--- src/nnsa_pkg.sv ---
// shared types, widths and codes of the nearest-neighbor scale address unit
package nnsa_pkg;

	localparam int COL_W   = 12;
	localparam int DIM_W   = 13;
	localparam int LINE_W  = 15;
	localparam int BPP_W   = 6;
	localparam int PB_W    = 3;
	localparam int OFF_W   = 26;
	localparam int NUM_W   = 24;
	localparam int DCOL_W  = COL_W + PB_W;
	localparam int ST_W    = 2;
	localparam int ADDR_W  = 5;
	localparam int DATA_W  = 32;
	localparam int STEPS   = COL_W;

	localparam int MAX_DIM        = 4096;
	localparam int MAX_LINE_BYTES = 16384;

	localparam logic [ST_W-1:0] ST_OK    = 2'd0;
	localparam logic [ST_W-1:0] ST_DEPTH = 2'd1;
	localparam logic [ST_W-1:0] ST_RANGE = 2'd2;

	typedef enum logic [2:0] {
		REG_SRC_WIDTH  = 3'd0,
		REG_SRC_HEIGHT = 3'd1,
		REG_DST_WIDTH  = 3'd2,
		REG_DST_HEIGHT = 3'd3,
		REG_SRC_LINE   = 3'd4,
		REG_DST_LINE   = 3'd5,
		REG_SRC_BPP    = 3'd6,
		REG_DST_BPP    = 3'd7
	} reg_idx_t;

	// clamped settings as the datapath sees them
	typedef struct packed {
		logic [DIM_W-1:0]  sw;
		logic [DIM_W-1:0]  sh;
		logic [DIM_W-1:0]  dw;
		logic [DIM_W-1:0]  dh;
		logic [LINE_W-1:0] sl;
		logic [LINE_W-1:0] dl;
		logic [PB_W-1:0]   pb;
		logic              depth_mismatch;
	} cfg_t;

	// fields riding alongside the divider
	typedef struct packed {
		logic [ST_W-1:0]   status;
		logic [OFF_W-1:0]  dprod;
		logic [DCOL_W-1:0] dcol;
	} side_t;

endpackage

--- src/nnsa_cfg_regs.sv ---
// apb register file and clamped settings of the scale address unit
module nnsa_cfg_regs (
	input  logic                         clk,
	input  logic                         arst_n,
	input  logic                         psel,
	input  logic                         penable,
	input  logic                         pwrite,
	input  logic [nnsa_pkg::ADDR_W-1:0]  paddr,
	input  logic [nnsa_pkg::DATA_W-1:0]  pwdata,
	output logic [nnsa_pkg::DATA_W-1:0]  prdata,
	output logic                         pready,
	output nnsa_pkg::cfg_t               cfg
);
	import nnsa_pkg::*;

	logic [DIM_W-1:0]  src_width_q, src_height_q, dst_width_q, dst_height_q;
	logic [LINE_W-1:0] src_line_q, dst_line_q;
	logic [BPP_W-1:0]  src_bpp_q, dst_bpp_q;
	logic              wr_en;
	reg_idx_t          idx;

	assign pready = 1'b1;
	assign wr_en  = psel & penable & pwrite;
	assign idx    = reg_idx_t'(paddr[ADDR_W-1:2]);

	always_ff @(posedge clk or negedge arst_n) begin
		if (!arst_n) begin
			src_width_q  <= DIM_W'(1);
			src_height_q <= DIM_W'(1);
			dst_width_q  <= DIM_W'(1);
			dst_height_q <= DIM_W'(1);
			src_line_q   <= LINE_W'(1);
			dst_line_q   <= LINE_W'(1);
			src_bpp_q    <= BPP_W'(8);
			dst_bpp_q    <= BPP_W'(8);
		end else if (wr_en) begin
			unique case (idx)
				REG_SRC_WIDTH:  src_width_q  <= pwdata[DIM_W-1:0];
				REG_SRC_HEIGHT: src_height_q <= pwdata[DIM_W-1:0];
				REG_DST_WIDTH:  dst_width_q  <= pwdata[DIM_W-1:0];
				REG_DST_HEIGHT: dst_height_q <= pwdata[DIM_W-1:0];
				REG_SRC_LINE:   src_line_q   <= pwdata[LINE_W-1:0];
				REG_DST_LINE:   dst_line_q   <= pwdata[LINE_W-1:0];
				REG_SRC_BPP:    src_bpp_q    <= pwdata[BPP_W-1:0];
				REG_DST_BPP:    dst_bpp_q    <= pwdata[BPP_W-1:0];
				default: ;
			endcase
		end
	end

	always_comb begin
		unique case (idx)
			REG_SRC_WIDTH:  prdata = DATA_W'(src_width_q);
			REG_SRC_HEIGHT: prdata = DATA_W'(src_height_q);
			REG_DST_WIDTH:  prdata = DATA_W'(dst_width_q);
			REG_DST_HEIGHT: prdata = DATA_W'(dst_height_q);
			REG_SRC_LINE:   prdata = DATA_W'(src_line_q);
			REG_DST_LINE:   prdata = DATA_W'(dst_line_q);
			REG_SRC_BPP:    prdata = DATA_W'(src_bpp_q);
			REG_DST_BPP:    prdata = DATA_W'(dst_bpp_q);
			default:        prdata = '0;
		endcase
	end

	// oversized dimensions and line lengths clamp to the maximum
	always_comb begin
		cfg.sw = (src_width_q  > DIM_W'(MAX_DIM)) ? DIM_W'(MAX_DIM) : src_width_q;
		cfg.sh = (src_height_q > DIM_W'(MAX_DIM)) ? DIM_W'(MAX_DIM) : src_height_q;
		cfg.dw = (dst_width_q  > DIM_W'(MAX_DIM)) ? DIM_W'(MAX_DIM) : dst_width_q;
		cfg.dh = (dst_height_q > DIM_W'(MAX_DIM)) ? DIM_W'(MAX_DIM) : dst_height_q;
		cfg.sl = (src_line_q > LINE_W'(MAX_LINE_BYTES)) ? LINE_W'(MAX_LINE_BYTES)
			: src_line_q;
		cfg.dl = (dst_line_q > LINE_W'(MAX_LINE_BYTES)) ? LINE_W'(MAX_LINE_BYTES)
			: dst_line_q;
		cfg.pb = src_bpp_q[BPP_W-1:3];
		cfg.depth_mismatch = (src_bpp_q != dst_bpp_q);
	end

endmodule

--- src/nnsa_div_pipe.sv ---
// pipelined restoring divider, one quotient bit per stage, column and row in parallel
module nnsa_div_pipe (
	input  logic                        clk,
	input  logic                        arst_n,
	input  logic                        in_valid,
	output logic                        in_ready,
	input  logic [nnsa_pkg::NUM_W-1:0]  num_c,
	input  logic [nnsa_pkg::NUM_W-1:0]  num_r,
	input  nnsa_pkg::side_t             side_in,
	input  logic [nnsa_pkg::DIM_W-1:0]  div_c,
	input  logic [nnsa_pkg::DIM_W-1:0]  div_r,
	output logic                        out_valid,
	input  logic                        out_ready,
	output logic [nnsa_pkg::COL_W-1:0]  quot_c,
	output logic [nnsa_pkg::COL_W-1:0]  quot_r,
	output nnsa_pkg::side_t             side_out
);
	import nnsa_pkg::*;

	logic [STEPS-1:0] vld_s;
	logic [STEPS:0]   rdy;
	logic [NUM_W-1:0] rem_c_s [STEPS];
	logic [NUM_W-1:0] rem_r_s [STEPS];
	logic [COL_W-1:0] q_c_s   [STEPS];
	logic [COL_W-1:0] q_r_s   [STEPS];
	side_t            side_s  [STEPS];

	logic [NUM_W-1:0] rem_c_nx [STEPS];
	logic [NUM_W-1:0] rem_r_nx [STEPS];
	logic [COL_W-1:0] q_c_nx   [STEPS];
	logic [COL_W-1:0] q_r_nx   [STEPS];
	logic             vld_in   [STEPS];
	side_t            side_nx  [STEPS];

	// a stage takes new data when it is empty or its successor moves
	always_comb begin
		rdy[STEPS] = out_ready;
		for (int k = STEPS - 1; k >= 0; k--) begin
			rdy[k] = !vld_s[k] || rdy[k+1];
		end
	end

	always_comb begin
		for (int k = 0; k < STEPS; k++) begin
			logic [NUM_W-1:0] rc, rr, dc, dr;
			logic [COL_W-1:0] qc, qr;
			rc = (k == 0) ? num_c : rem_c_s[(k == 0) ? 0 : k - 1];
			rr = (k == 0) ? num_r : rem_r_s[(k == 0) ? 0 : k - 1];
			qc = (k == 0) ? '0 : q_c_s[(k == 0) ? 0 : k - 1];
			qr = (k == 0) ? '0 : q_r_s[(k == 0) ? 0 : k - 1];
			dc = NUM_W'(div_c) << (STEPS - 1 - k);
			dr = NUM_W'(div_r) << (STEPS - 1 - k);
			if (rc >= dc) begin
				rc = rc - dc;
				qc[STEPS-1-k] = 1'b1;
			end
			if (rr >= dr) begin
				rr = rr - dr;
				qr[STEPS-1-k] = 1'b1;
			end
			rem_c_nx[k] = rc;
			rem_r_nx[k] = rr;
			q_c_nx[k]   = qc;
			q_r_nx[k]   = qr;
			vld_in[k]   = (k == 0) ? in_valid : vld_s[(k == 0) ? 0 : k - 1];
			side_nx[k]  = (k == 0) ? side_in : side_s[(k == 0) ? 0 : k - 1];
		end
	end

	always_ff @(posedge clk or negedge arst_n) begin
		if (!arst_n) begin
			vld_s <= '0;
		end else begin
			for (int k = 0; k < STEPS; k++) begin
				if (rdy[k]) begin
					vld_s[k] <= vld_in[k];
				end
			end
		end
	end

	always_ff @(posedge clk) begin
		for (int k = 0; k < STEPS; k++) begin
			if (rdy[k] && vld_in[k]) begin
				rem_c_s[k] <= rem_c_nx[k];
				rem_r_s[k] <= rem_r_nx[k];
				q_c_s[k]   <= q_c_nx[k];
				q_r_s[k]   <= q_r_nx[k];
				side_s[k]  <= side_nx[k];
			end
		end
	end

	assign in_ready  = rdy[0];
	assign out_valid = vld_s[STEPS-1];
	assign quot_c    = q_c_s[STEPS-1];
	assign quot_r    = q_r_s[STEPS-1];
	assign side_out  = side_s[STEPS-1];

`ifndef SYNTHESIS
	a_full_when_blocked: assert property (@(posedge clk) disable iff (!arst_n)
		!in_ready |-> (&vld_s))
		else $error("divider refuses input while a stage is empty");

	a_hold_on_stall: assert property (@(posedge clk) disable iff (!arst_n)
		out_valid && !out_ready |=> out_valid && $stable(quot_c) && $stable(quot_r))
		else $error("stalled quotient changed");

	a_remainder_bound: assert property (@(posedge clk) disable iff (!arst_n)
		out_valid && (side_out.status == ST_OK) |->
			(rem_c_s[STEPS-1] < NUM_W'(div_c)) && (rem_r_s[STEPS-1] < NUM_W'(div_r)))
		else $error("final remainder not below divisor");
`endif

endmodule

--- src/nearest_neighbor_scale_address_unit.sv ---
// top level of the nearest-neighbor scale address unit
//
//  port group        direction  handshake          content
//  in_*  / dest_*    in         in_valid/in_ready  destination column and row
//  out_* / results   out        out_valid/out_ready src/dst offsets, pixel bytes, status
//  apb  (p*)         in/out     psel/penable       eight settings registers
//
// one coordinate accepted per cycle while no output stall backs up to the input
// stages: capture, products, 12 divider stages (one quotient bit each), two offset stages
// each stage has its own valid bit; a stall fills bubbles and holds the rest in place
// reset clears valid bits and loads default settings; no memory, no clearing pass
module nearest_neighbor_scale_address_unit (
	input  logic                         clk,
	input  logic                         arst_n,
	input  logic                         in_valid,
	output logic                         in_ready,
	input  logic [nnsa_pkg::COL_W-1:0]   dest_col,
	input  logic [nnsa_pkg::COL_W-1:0]   dest_row,
	output logic                         out_valid,
	input  logic                         out_ready,
	output logic [nnsa_pkg::OFF_W-1:0]   src_offset,
	output logic [nnsa_pkg::OFF_W-1:0]   dst_offset,
	output logic [nnsa_pkg::PB_W-1:0]    pixel_bytes,
	output logic [nnsa_pkg::ST_W-1:0]    status,
	input  logic                         psel,
	input  logic                         penable,
	input  logic                         pwrite,
	input  logic [nnsa_pkg::ADDR_W-1:0]  paddr,
	input  logic [nnsa_pkg::DATA_W-1:0]  pwdata,
	output logic [nnsa_pkg::DATA_W-1:0]  prdata,
	output logic                         pready
);
	import nnsa_pkg::*;

	cfg_t cfg;

	// stage 1: capture and classify
	logic              vld_s1, rdy_s1;
	logic [COL_W-1:0]  col_s1, row_s1;
	logic [ST_W-1:0]   st_s1;
	logic [ST_W-1:0]   st_nx;

	// stage 2: products
	logic              vld_s2, rdy_s2;
	logic [NUM_W-1:0]  ncol_s2, nrow_s2;
	side_t             side_s2;
	logic [NUM_W:0]    ncol_w, nrow_w;
	logic [COL_W+LINE_W-1:0] dprod_w;

	// divider
	logic              div_in_ready, div_out_valid;
	logic [COL_W-1:0]  qc, qr;
	side_t             side_div;

	// stage 15: source products and destination sum
	logic              vld_s15, rdy_s15;
	logic [OFF_W-1:0]  srow_s15, doff_s15;
	logic [DCOL_W-1:0] scol_s15;
	logic [ST_W-1:0]   st_s15;
	logic [PB_W-1:0]   pb_s15;
	logic [COL_W+LINE_W-1:0] srow_w;

	// stage 16: output register
	logic              vld_s16, rdy_s16;
	logic [OFF_W-1:0]  soff_s16, doff_s16;
	logic [PB_W-1:0]   pb_s16;
	logic [ST_W-1:0]   st_s16;

	nnsa_cfg_regs u_cfg (
		.clk     (clk),
		.arst_n  (arst_n),
		.psel    (psel),
		.penable (penable),
		.pwrite  (pwrite),
		.paddr   (paddr),
		.pwdata  (pwdata),
		.prdata  (prdata),
		.pready  (pready),
		.cfg     (cfg)
	);

	assign rdy_s16 = !vld_s16 || out_ready;
	assign rdy_s15 = !vld_s15 || rdy_s16;
	assign rdy_s2  = !vld_s2 || div_in_ready;
	assign rdy_s1  = !vld_s1 || rdy_s2;
	assign in_ready = rdy_s1;

	// depth check wins over the range check
	always_comb begin
		if (cfg.depth_mismatch) begin
			st_nx = ST_DEPTH;
		end else if ((DIM_W'(dest_col) >= cfg.dw) || (DIM_W'(dest_row) >= cfg.dh)) begin
			st_nx = ST_RANGE;
		end else begin
			st_nx = ST_OK;
		end
	end

	assign ncol_w  = (NUM_W+1)'(col_s1) * (NUM_W+1)'(cfg.sw);
	assign nrow_w  = (NUM_W+1)'(row_s1) * (NUM_W+1)'(cfg.sh);
	assign dprod_w = (COL_W+LINE_W)'(row_s1) * (COL_W+LINE_W)'(cfg.dl);
	assign srow_w  = (COL_W+LINE_W)'(qr) * (COL_W+LINE_W)'(cfg.sl);

	always_ff @(posedge clk or negedge arst_n) begin
		if (!arst_n) begin
			vld_s1  <= 1'b0;
			vld_s2  <= 1'b0;
			vld_s15 <= 1'b0;
			vld_s16 <= 1'b0;
		end else begin
			if (rdy_s1) begin
				vld_s1 <= in_valid;
			end
			if (rdy_s2) begin
				vld_s2 <= vld_s1;
			end
			if (rdy_s15) begin
				vld_s15 <= div_out_valid;
			end
			if (rdy_s16) begin
				vld_s16 <= vld_s15;
			end
		end
	end

	always_ff @(posedge clk) begin
		if (rdy_s1 && in_valid) begin
			col_s1 <= dest_col;
			row_s1 <= dest_row;
			st_s1  <= st_nx;
		end
		if (rdy_s2 && vld_s1) begin
			ncol_s2        <= ncol_w[NUM_W-1:0];
			nrow_s2        <= nrow_w[NUM_W-1:0];
			side_s2.status <= st_s1;
			side_s2.dprod  <= dprod_w[OFF_W-1:0];
			side_s2.dcol   <= DCOL_W'(col_s1) * DCOL_W'(cfg.pb);
		end
		if (rdy_s15 && div_out_valid) begin
			srow_s15 <= srow_w[OFF_W-1:0];
			scol_s15 <= DCOL_W'(qc) * DCOL_W'(cfg.pb);
			doff_s15 <= side_div.dprod + OFF_W'(side_div.dcol);
			st_s15   <= side_div.status;
			pb_s15   <= cfg.pb;
		end
		if (rdy_s16 && vld_s15) begin
			st_s16 <= st_s15;
			if (st_s15 == ST_OK) begin
				soff_s16 <= srow_s15 + OFF_W'(scol_s15);
				doff_s16 <= doff_s15;
				pb_s16   <= pb_s15;
			end else begin
				soff_s16 <= '0;
				doff_s16 <= '0;
				pb_s16   <= '0;
			end
		end
	end

	nnsa_div_pipe u_div (
		.clk       (clk),
		.arst_n    (arst_n),
		.in_valid  (vld_s2),
		.in_ready  (div_in_ready),
		.num_c     (ncol_s2),
		.num_r     (nrow_s2),
		.side_in   (side_s2),
		.div_c     (cfg.dw),
		.div_r     (cfg.dh),
		.out_valid (div_out_valid),
		.out_ready (rdy_s15),
		.quot_c    (qc),
		.quot_r    (qr),
		.side_out  (side_div)
	);

	assign out_valid   = vld_s16;
	assign src_offset  = soff_s16;
	assign dst_offset  = doff_s16;
	assign pixel_bytes = pb_s16;
	assign status      = st_s16;

`ifndef SYNTHESIS
	a_zero_on_error: assert property (@(posedge clk) disable iff (!arst_n)
		out_valid && (status != ST_OK) |->
			(src_offset == '0) && (dst_offset == '0) && (pixel_bytes == '0))
		else $error("error result carries nonzero fields");

	a_accept_when_empty: assert property (@(posedge clk) disable iff (!arst_n)
		!vld_s1 |-> in_ready)
		else $error("input refused with empty first stage");

	a_depth_status: assert property (@(posedge clk) disable iff (!arst_n)
		out_valid |-> ((status == ST_DEPTH) == cfg.depth_mismatch))
		else $error("depth mismatch status disagrees with settings");
`endif

endmodule

--- config.mk ---
export PLATFORM = sky130hd
export DESIGN_NAME = nearest_neighbor_scale_address_unit
export DESIGN_NICKNAME = d
export VERILOG_FILES = /design/src/nnsa_pkg.sv /design/src/nnsa_cfg_regs.sv /design/src/nnsa_div_pipe.sv /design/src/nearest_neighbor_scale_address_unit.sv
export SDC_FILE = /design/constraint.sdc
export NUM_CORES = 2
export LEC_CHECK = 0
export BUFFER_PORTS_ARGS = -buffer_cell sky130_fd_sc_hd__buf_2
export CORE_ASPECT_RATIO = 0.9
export CORE_MARGIN = 1
export CORE_UTILIZATION = 25
export CTS_CLUSTER_SIZE = 14
export DETAILED_ROUTE_END_ITERATION = 6
export GPL_ROUTABILITY_DRIVEN = 0
export PLACE_DENSITY = 0.41
export SKIP_CTS_REPAIR_TIMING = 1
export SLEW_MARGIN = 25
export SYNTH_ARGS = -nofsm -noshare
export SYNTH_HDL_FRONTEND = slang
export SYNTH_SLANG_ARGS = --single-unit
--- constraint.sdc ---
create_clock -name clk -period 11 [get_ports clk]
set_input_delay 0.55 -clock clk [delete_from_list [all_inputs] [get_ports clk]]
set_output_delay 0.55 -clock clk [all_outputs]
set_load 0.005 [all_outputs]
# After elaboration in Yosys (flattened, before gate mapping)
# Memory sizes are Yosys's and may differ from the RTL's.
# Cells that the tools add are included.
# totals
ff_bits	356
latchBits	0
ram_bits	1380
romBits	0
in_bits	68
out_inout_bits	92
mem_count	5
# memory_table
memory	words	width	rd	rd_clocked_by_memory_dff	wr	line	source
u_div.side_s	12	43	12	0	12	nnsa_div_pipe.sv:26	side_t side_s [STEPS];
u_div.rem_c_s	12	24	11	0	12	nnsa_div_pipe.sv:22	logic [NUM_W-1:0] rem_c_s [STEPS];
u_div.rem_r_s	12	24	11	0	12	nnsa_div_pipe.sv:23	logic [NUM_W-1:0] rem_r_s [STEPS];
u_div.q_c_s	12	12	12	0	12	nnsa_div_pipe.sv:24	logic [COL_W-1:0] q_c_s [STEPS];
u_div.q_r_s	12	12	12	0	12	nnsa_div_pipe.sv:25	logic [COL_W-1:0] q_r_s [STEPS];
# op_classes
addsub	26
mul	6
n_div	0
n_lt_le_gt_ge	32
n_eq_ne	8
shift	0
n_mux	80
bitwise_logic	2
reduce_logical	59
# ops
op	n
$mux W24	24
$pmux W32 S8	1
$add A26 B15 Y26	2
$gt A13 B13 Y1 const B	4
$mul A12 B15 Y26	2
$mux W13	4
$ge A24 B13 Y1	2
$ge A24 B14 Y1	2
$ge A24 B15 Y1	2
$ge A24 B16 Y1	2
$ge A24 B17 Y1	2
$ge A24 B18 Y1	2
$ge A24 B19 Y1	2
$ge A24 B20 Y1	2
$ge A24 B21 Y1	2
$ge A24 B22 Y1	2
$ge A24 B23 Y1	2
$ge A24 B24 Y1	2
$mul A12 B13 Y24	2
$mux W1	48
$sub A24 B13 Y24	2
$sub A24 B14 Y24	2
$sub A24 B15 Y24	2
$sub A24 B16 Y24	2
24 further kinds	94

# Depth between registers and ports, before layout
# depth
word_depth	18
ltp_mapped	25
mapped_depth_nobuf	24

# Hierarchy
# From an unflattened synthesis, not the netlist that was laid out.
# unflattened
cells_unflattened	8061
area_unflattened_um2	94873.5
# modules_own_cells
module	n_inst	cells_per_inst	area_per_inst_um2	seq_area_each_um2
nnsa_div_pipe	1	4054	55912.4	36334.8
nearest_neighbor_scale_address_unit	1	3557	33683.6	7487.2
nnsa_cfg_regs	1	450	5277.6	2362.3

# Least setup slack after synthesis
# OpenSTA, ideal clock, no wires.
# synth_path
kind	input to register
from	input port out_ready
to	memory u_div.q_c_s[5][6], in the netlist u_div.q_c_s[1][18], enable pin
arrival_ps	8477
t_required_ps	10278
slack_ps	1801
path_stages	6
n_path_buf	0
cell_sequence	nor2b_1 > nand3_1 > nor2_1 > nand3_1 > nor2_1 > a21boi_0
# synth_lines
element	line	source
from (decl)	nearest_neighbor_scale_address_unit.sv:20	input logic out_ready,
to (decl)	nnsa_div_pipe.sv:24	

# Final worst setup path
# layout_path
from	register u_cfg.dst_line_q[10]
to	register side_s2[40] (netlist bit) (data pin)
# layout_via
elab_chain_len	3
# layout_lines
element	line	source
from (decl)	nnsa_cfg_regs.sv:17	logic [LINE_W-1:0] src_line_q, dst_line_q;
from (signal assigned)	nnsa_cfg_regs.sv:43	REG_DST_LINE: dst_line_q <= pwdata[LINE_W-1:0];
$gt A15 B15 Y1	nnsa_cfg_regs.sv:73	cfg.dl = (dst_line_q > LINE_W'(MAX_LINE_BYTES)) ? LINE_W'(MAX_LINE_BYTES)
$mux W15 *	nnsa_cfg_regs.sv:73	
$mul A12 B15 Y26 *	nearest_neighbor_scale_address_unit.sv:101	assign dprod_w = (COL_W+LINE_W)'(row_s1) * (COL_W+LINE_W)'(cfg.dl);
net dprod_w[25]	nearest_neighbor_scale_address_unit.sv:48	logic [COL_W+LINE_W-1:0] dprod_w;
to (decl)	nearest_neighbor_scale_address_unit.sv:46	side_t side_s2;
# Mark *: on every way through the listed nets, which the timed path passes. The rest lies on a longest branch.
# A chain may end at the register's enable or synchronous reset.

==> impl_metrics.toml <==
[yosys]
synthFlopType = "edfxtp_1"
synth_top_family_by_area = "adder cells"
muxShareOfSynthArea = 0.0208
synth_area_sq_um = 92700
synthesis.instances = 7827
synth-simple-area-share = 0.117
synth_compound_area_frac = 0.0769
synth_xor_xnor_area_share = 0.0427
synth.avg_cell_area_sq_um = 11.8
synth_fa_ha_area_frac = 0.199
synth.distinct_cells = 90
ys_ff_latch = 1556
async_flop_share = 0.0707
yosys_warnings = 0
synth_edf_count = 1446
synth-seq-area-share = 0.498

[routing]
final_antenna_net_count = 0
wirelength_microns = 232000
routedWlPerCell_microns = 17.7
viasPerCell = 4.35
firstDrtPassIters = 5
drc = 0
via_count = 57214
drt-initial-drc-count = 2862

[place]
placedCellCount = 12770
detailedPlace.worstSlack_ns = 3.42
dp_hpwl_microns = 176000
io_buffers = 122

[clock_network]
clock_sinks = 1556
clock_latency_ns = 0.87
clockBufferDepth = 4
cts_tree = "done"
cts_max_level = 4
cts-buffers-inserted = 185
clk_pin_slew_ns = 0.06
cts-root-buf = "clkbuf_16"

[global_routing]
gr-total-overflow = 0
track_usage = 0.123
grt_pass1_vias = 60593
grt_pass1_wl_microns = 359000
grt_max_degree = 102
grt_antenna_before_repair = 13

[floorplan]
die_height_microns = 580
core_area_sq_um = 368000
io_pins = 160
fp.dieW_microns = 644
rows = 211
start_util = 0.252
dieArea_sq_um = 373000

[final_layout]
layout_common_cells = "edfxtp_1 (1446), inv_1 (877), nand2_1 (826)"
syn2layout_area_growth_pct = 14.6
stdcell_count = 13138
final_layout_size_suffix_gt1_frac = 0.0951
layout_commonest_cell = "edfxtp_1"
nFillCells = 37475
final_net_count = 9310

[critical_path]
critPathArrivalTime_ns = 8.10
crit_fanout = 12
r2r-start = "u_cfg.dst_line_q[10]"
setup.worst_path.end_class = "register"
startpoint = "u_cfg.dst_line_q[10]"
required_ns = 11.60
startpoint_type = "register"
critical_path_class = "register to register"

[sta]
relSlewSlack = 0.308
clock_skew_ns = 0.0559
fin_crit_sh = 0.682
tightest_slew_ns = 1.04
final-hold-violation-count = 0
fin_tns_setup_ns = 0
rsz0062_at_grt = "no"
max_freq_mhz = 133
slew_viol_final = 0
setup_viol = 0
fin_crit_ns = 7.50
fin_ws_ns = 3.50

[power]
p_leak_nw = 42.5
p_per_area_nw_per_um2 = 286
max-vdd-ir-drop_uv = 146

[worst_hold_path]
hold_class = "primary input to register"
min_from = "pwdata[0]"

[run_status]
status = "completed"

[run]
maxCapViolCount = 0
==> cell usage after synthesis, types with 10 or more instances <==
library cell | number | share of area
buf_2 | 13 | 0.00070
a21o_1 | 112 | 0.0091
nor4b_1 | 14 | 0.0013
a21oi_1 | 335 | 0.018
nand2b_1 | 83 | 0.0056
edfxtp_1 | 1446 | 0.47
o211ai_1 | 16 | 0.0013
o31ai_1 | 41 | 0.0033
o21bai_1 | 23 | 0.0019
o21ai_1 | 13 | 0.00070
a31oi_1 | 48 | 0.0032
mux2i_1 | 25 | 0.0027
inv_1 | 877 | 0.036
a211oi_1 | 30 | 0.0024
nand4_1 | 49 | 0.0033
xnor2_1 | 264 | 0.025
mux2_2 | 141 | 0.017
fa_1 | 522 | 0.11
o22ai_1 | 10 | 0.00067
nand3_1 | 84 | 0.0045
or3_1 | 49 | 0.0033
nor2b_1 | 136 | 0.0092
ha_1 | 638 | 0.086
nor2_1 | 402 | 0.016
or4_1 | 13 | 0.0011
nand2_1 | 827 | 0.033
clkbuf_1 | 184 | 0.0074
buf_4 | 18 | 0.0015
o21ai_0 | 292 | 0.016
o41ai_1 | 12 | 0.0011
and3_1 | 39 | 0.0026
and2_1 | 290 | 0.020
dfrtp_1 | 102 | 0.028
a311oi_1 | 10 | 0.00094
a21boi_0 | 41 | 0.0033
xor2_1 | 188 | 0.018
nor4_1 | 72 | 0.0049
or2_2 | 31 | 0.0021
o21a_1 | 67 | 0.0054
nor3_1 | 104 | 0.0056
==> flip-flops by register name (all words and copies together), names as in the netlist, 15 cells and up <==
| register | cells |
|---|---|
| u_cfg.src_line_q | 15 |
| u_cfg.dst_line_q | 15 |
| doff_s15 | 26 |
| u_div.rem_r_s | 264 |
| side_s2 | 43 |
| dst_offset | 26 |
| u_div.q_c_s | 78 |
| srow_s15 | 26 |
| ncol_s2 | 24 |
| scol_s15 | 15 |
| src_offset | 26 |
| u_div.q_r_s | 78 |
| u_div.side_s | 516 |
| nrow_s2 | 24 |
| u_div.rem_c_s | 264 |
==> worst paths after layout <==
kind,to,slack (ns),depth (start not counted)
max reg2reg,side_s2[40],3.50,21
min in group asynchronous,u_cfg.src_height_q[9],0.26,2
max,side_s2[40],3.50,21
min reg2reg,u_div.side_s[1][102],0.38,0
min,u_cfg.dst_width_q[0],0.04,3
max in group asynchronous,u_div.vld_s[11],9.44,3
==> cell type report <==
class | count | area, sq um | area share
diodes | 5 | 12.5 | 0.000118
clock buffers | 222 | 4840 | 0.0456
clock inverters | 117 | 1400 | 0.0132
inverters | 881 | 3310 | 0.0311
multi-input cells | 5182 | 42500 | 0.400
flip-flops and latches | 1556 | 46200 | 0.435
well taps | 4899 | 6130 | 0.0577
repair buffers | 276 | 1850 | 0.0174
==> power by group <==
group	switching (mW)	leakage (nW)	total (mW)	internal, mW
sequential	1.03	15.4	10.2	9.15
combinational	8.09	24.0	13.9	5.78
clock	2.57	3.06	6.30	3.74
total	11.7	42.5	30.4	18.7
==> critical path, cell delays in order, from the launching register on <==
cell      delay (ns)
dfrtp_1         0.42
nor4_1          0.51
a41oi_1         0.24
nor2b_1         0.84
nand2_1         0.19
fa_1            0.48
fa_1            0.48
fa_1            0.55
inv_1           0.06
fa_1            0.48
inv_1           0.06
fa_1            0.48
inv_1           0.04
ha_1            0.22
or3_4           0.41
or4_1           0.50
o211ai_2        0.14
o31ai_1         0.19
or4_1           0.45
a31oi_2         0.28
o21ai_1         0.11
xnor2_1         0.12
==> cell families after synthesis <==
family          count (synthesis)
compound gates               1145
other cells                     2
buf+inv                      1105
flops                        1556
xor+xnor                      452
mux                           170
fa+ha+maj                    1160
simple gates                 2237
==> metal layers <==
layer	up-vias	wire (microns)	track usage
li1	27671	-	-
met2	983	106000	0.203
met3	337	8780	0.0178
met5	-	33	0
met1	28217	110000	0.165
met4	6	7320	0.0396
==> per-stage QoR <==
stage               instance area (sq um)  hold WS (ns)   util  power, mW
global route                       106000      0.000638  0.289       33.0
floorplan                           92800         0.254      -       20.3
finish                             106000        0.0373  0.289       30.4
CTS                                106000        -0.374  0.288       30.8
detailed placement                  99700         0.405  0.271       24.3
global placement                    99700         0.402  0.271       24.0
(Power assumes the default switching activity.)
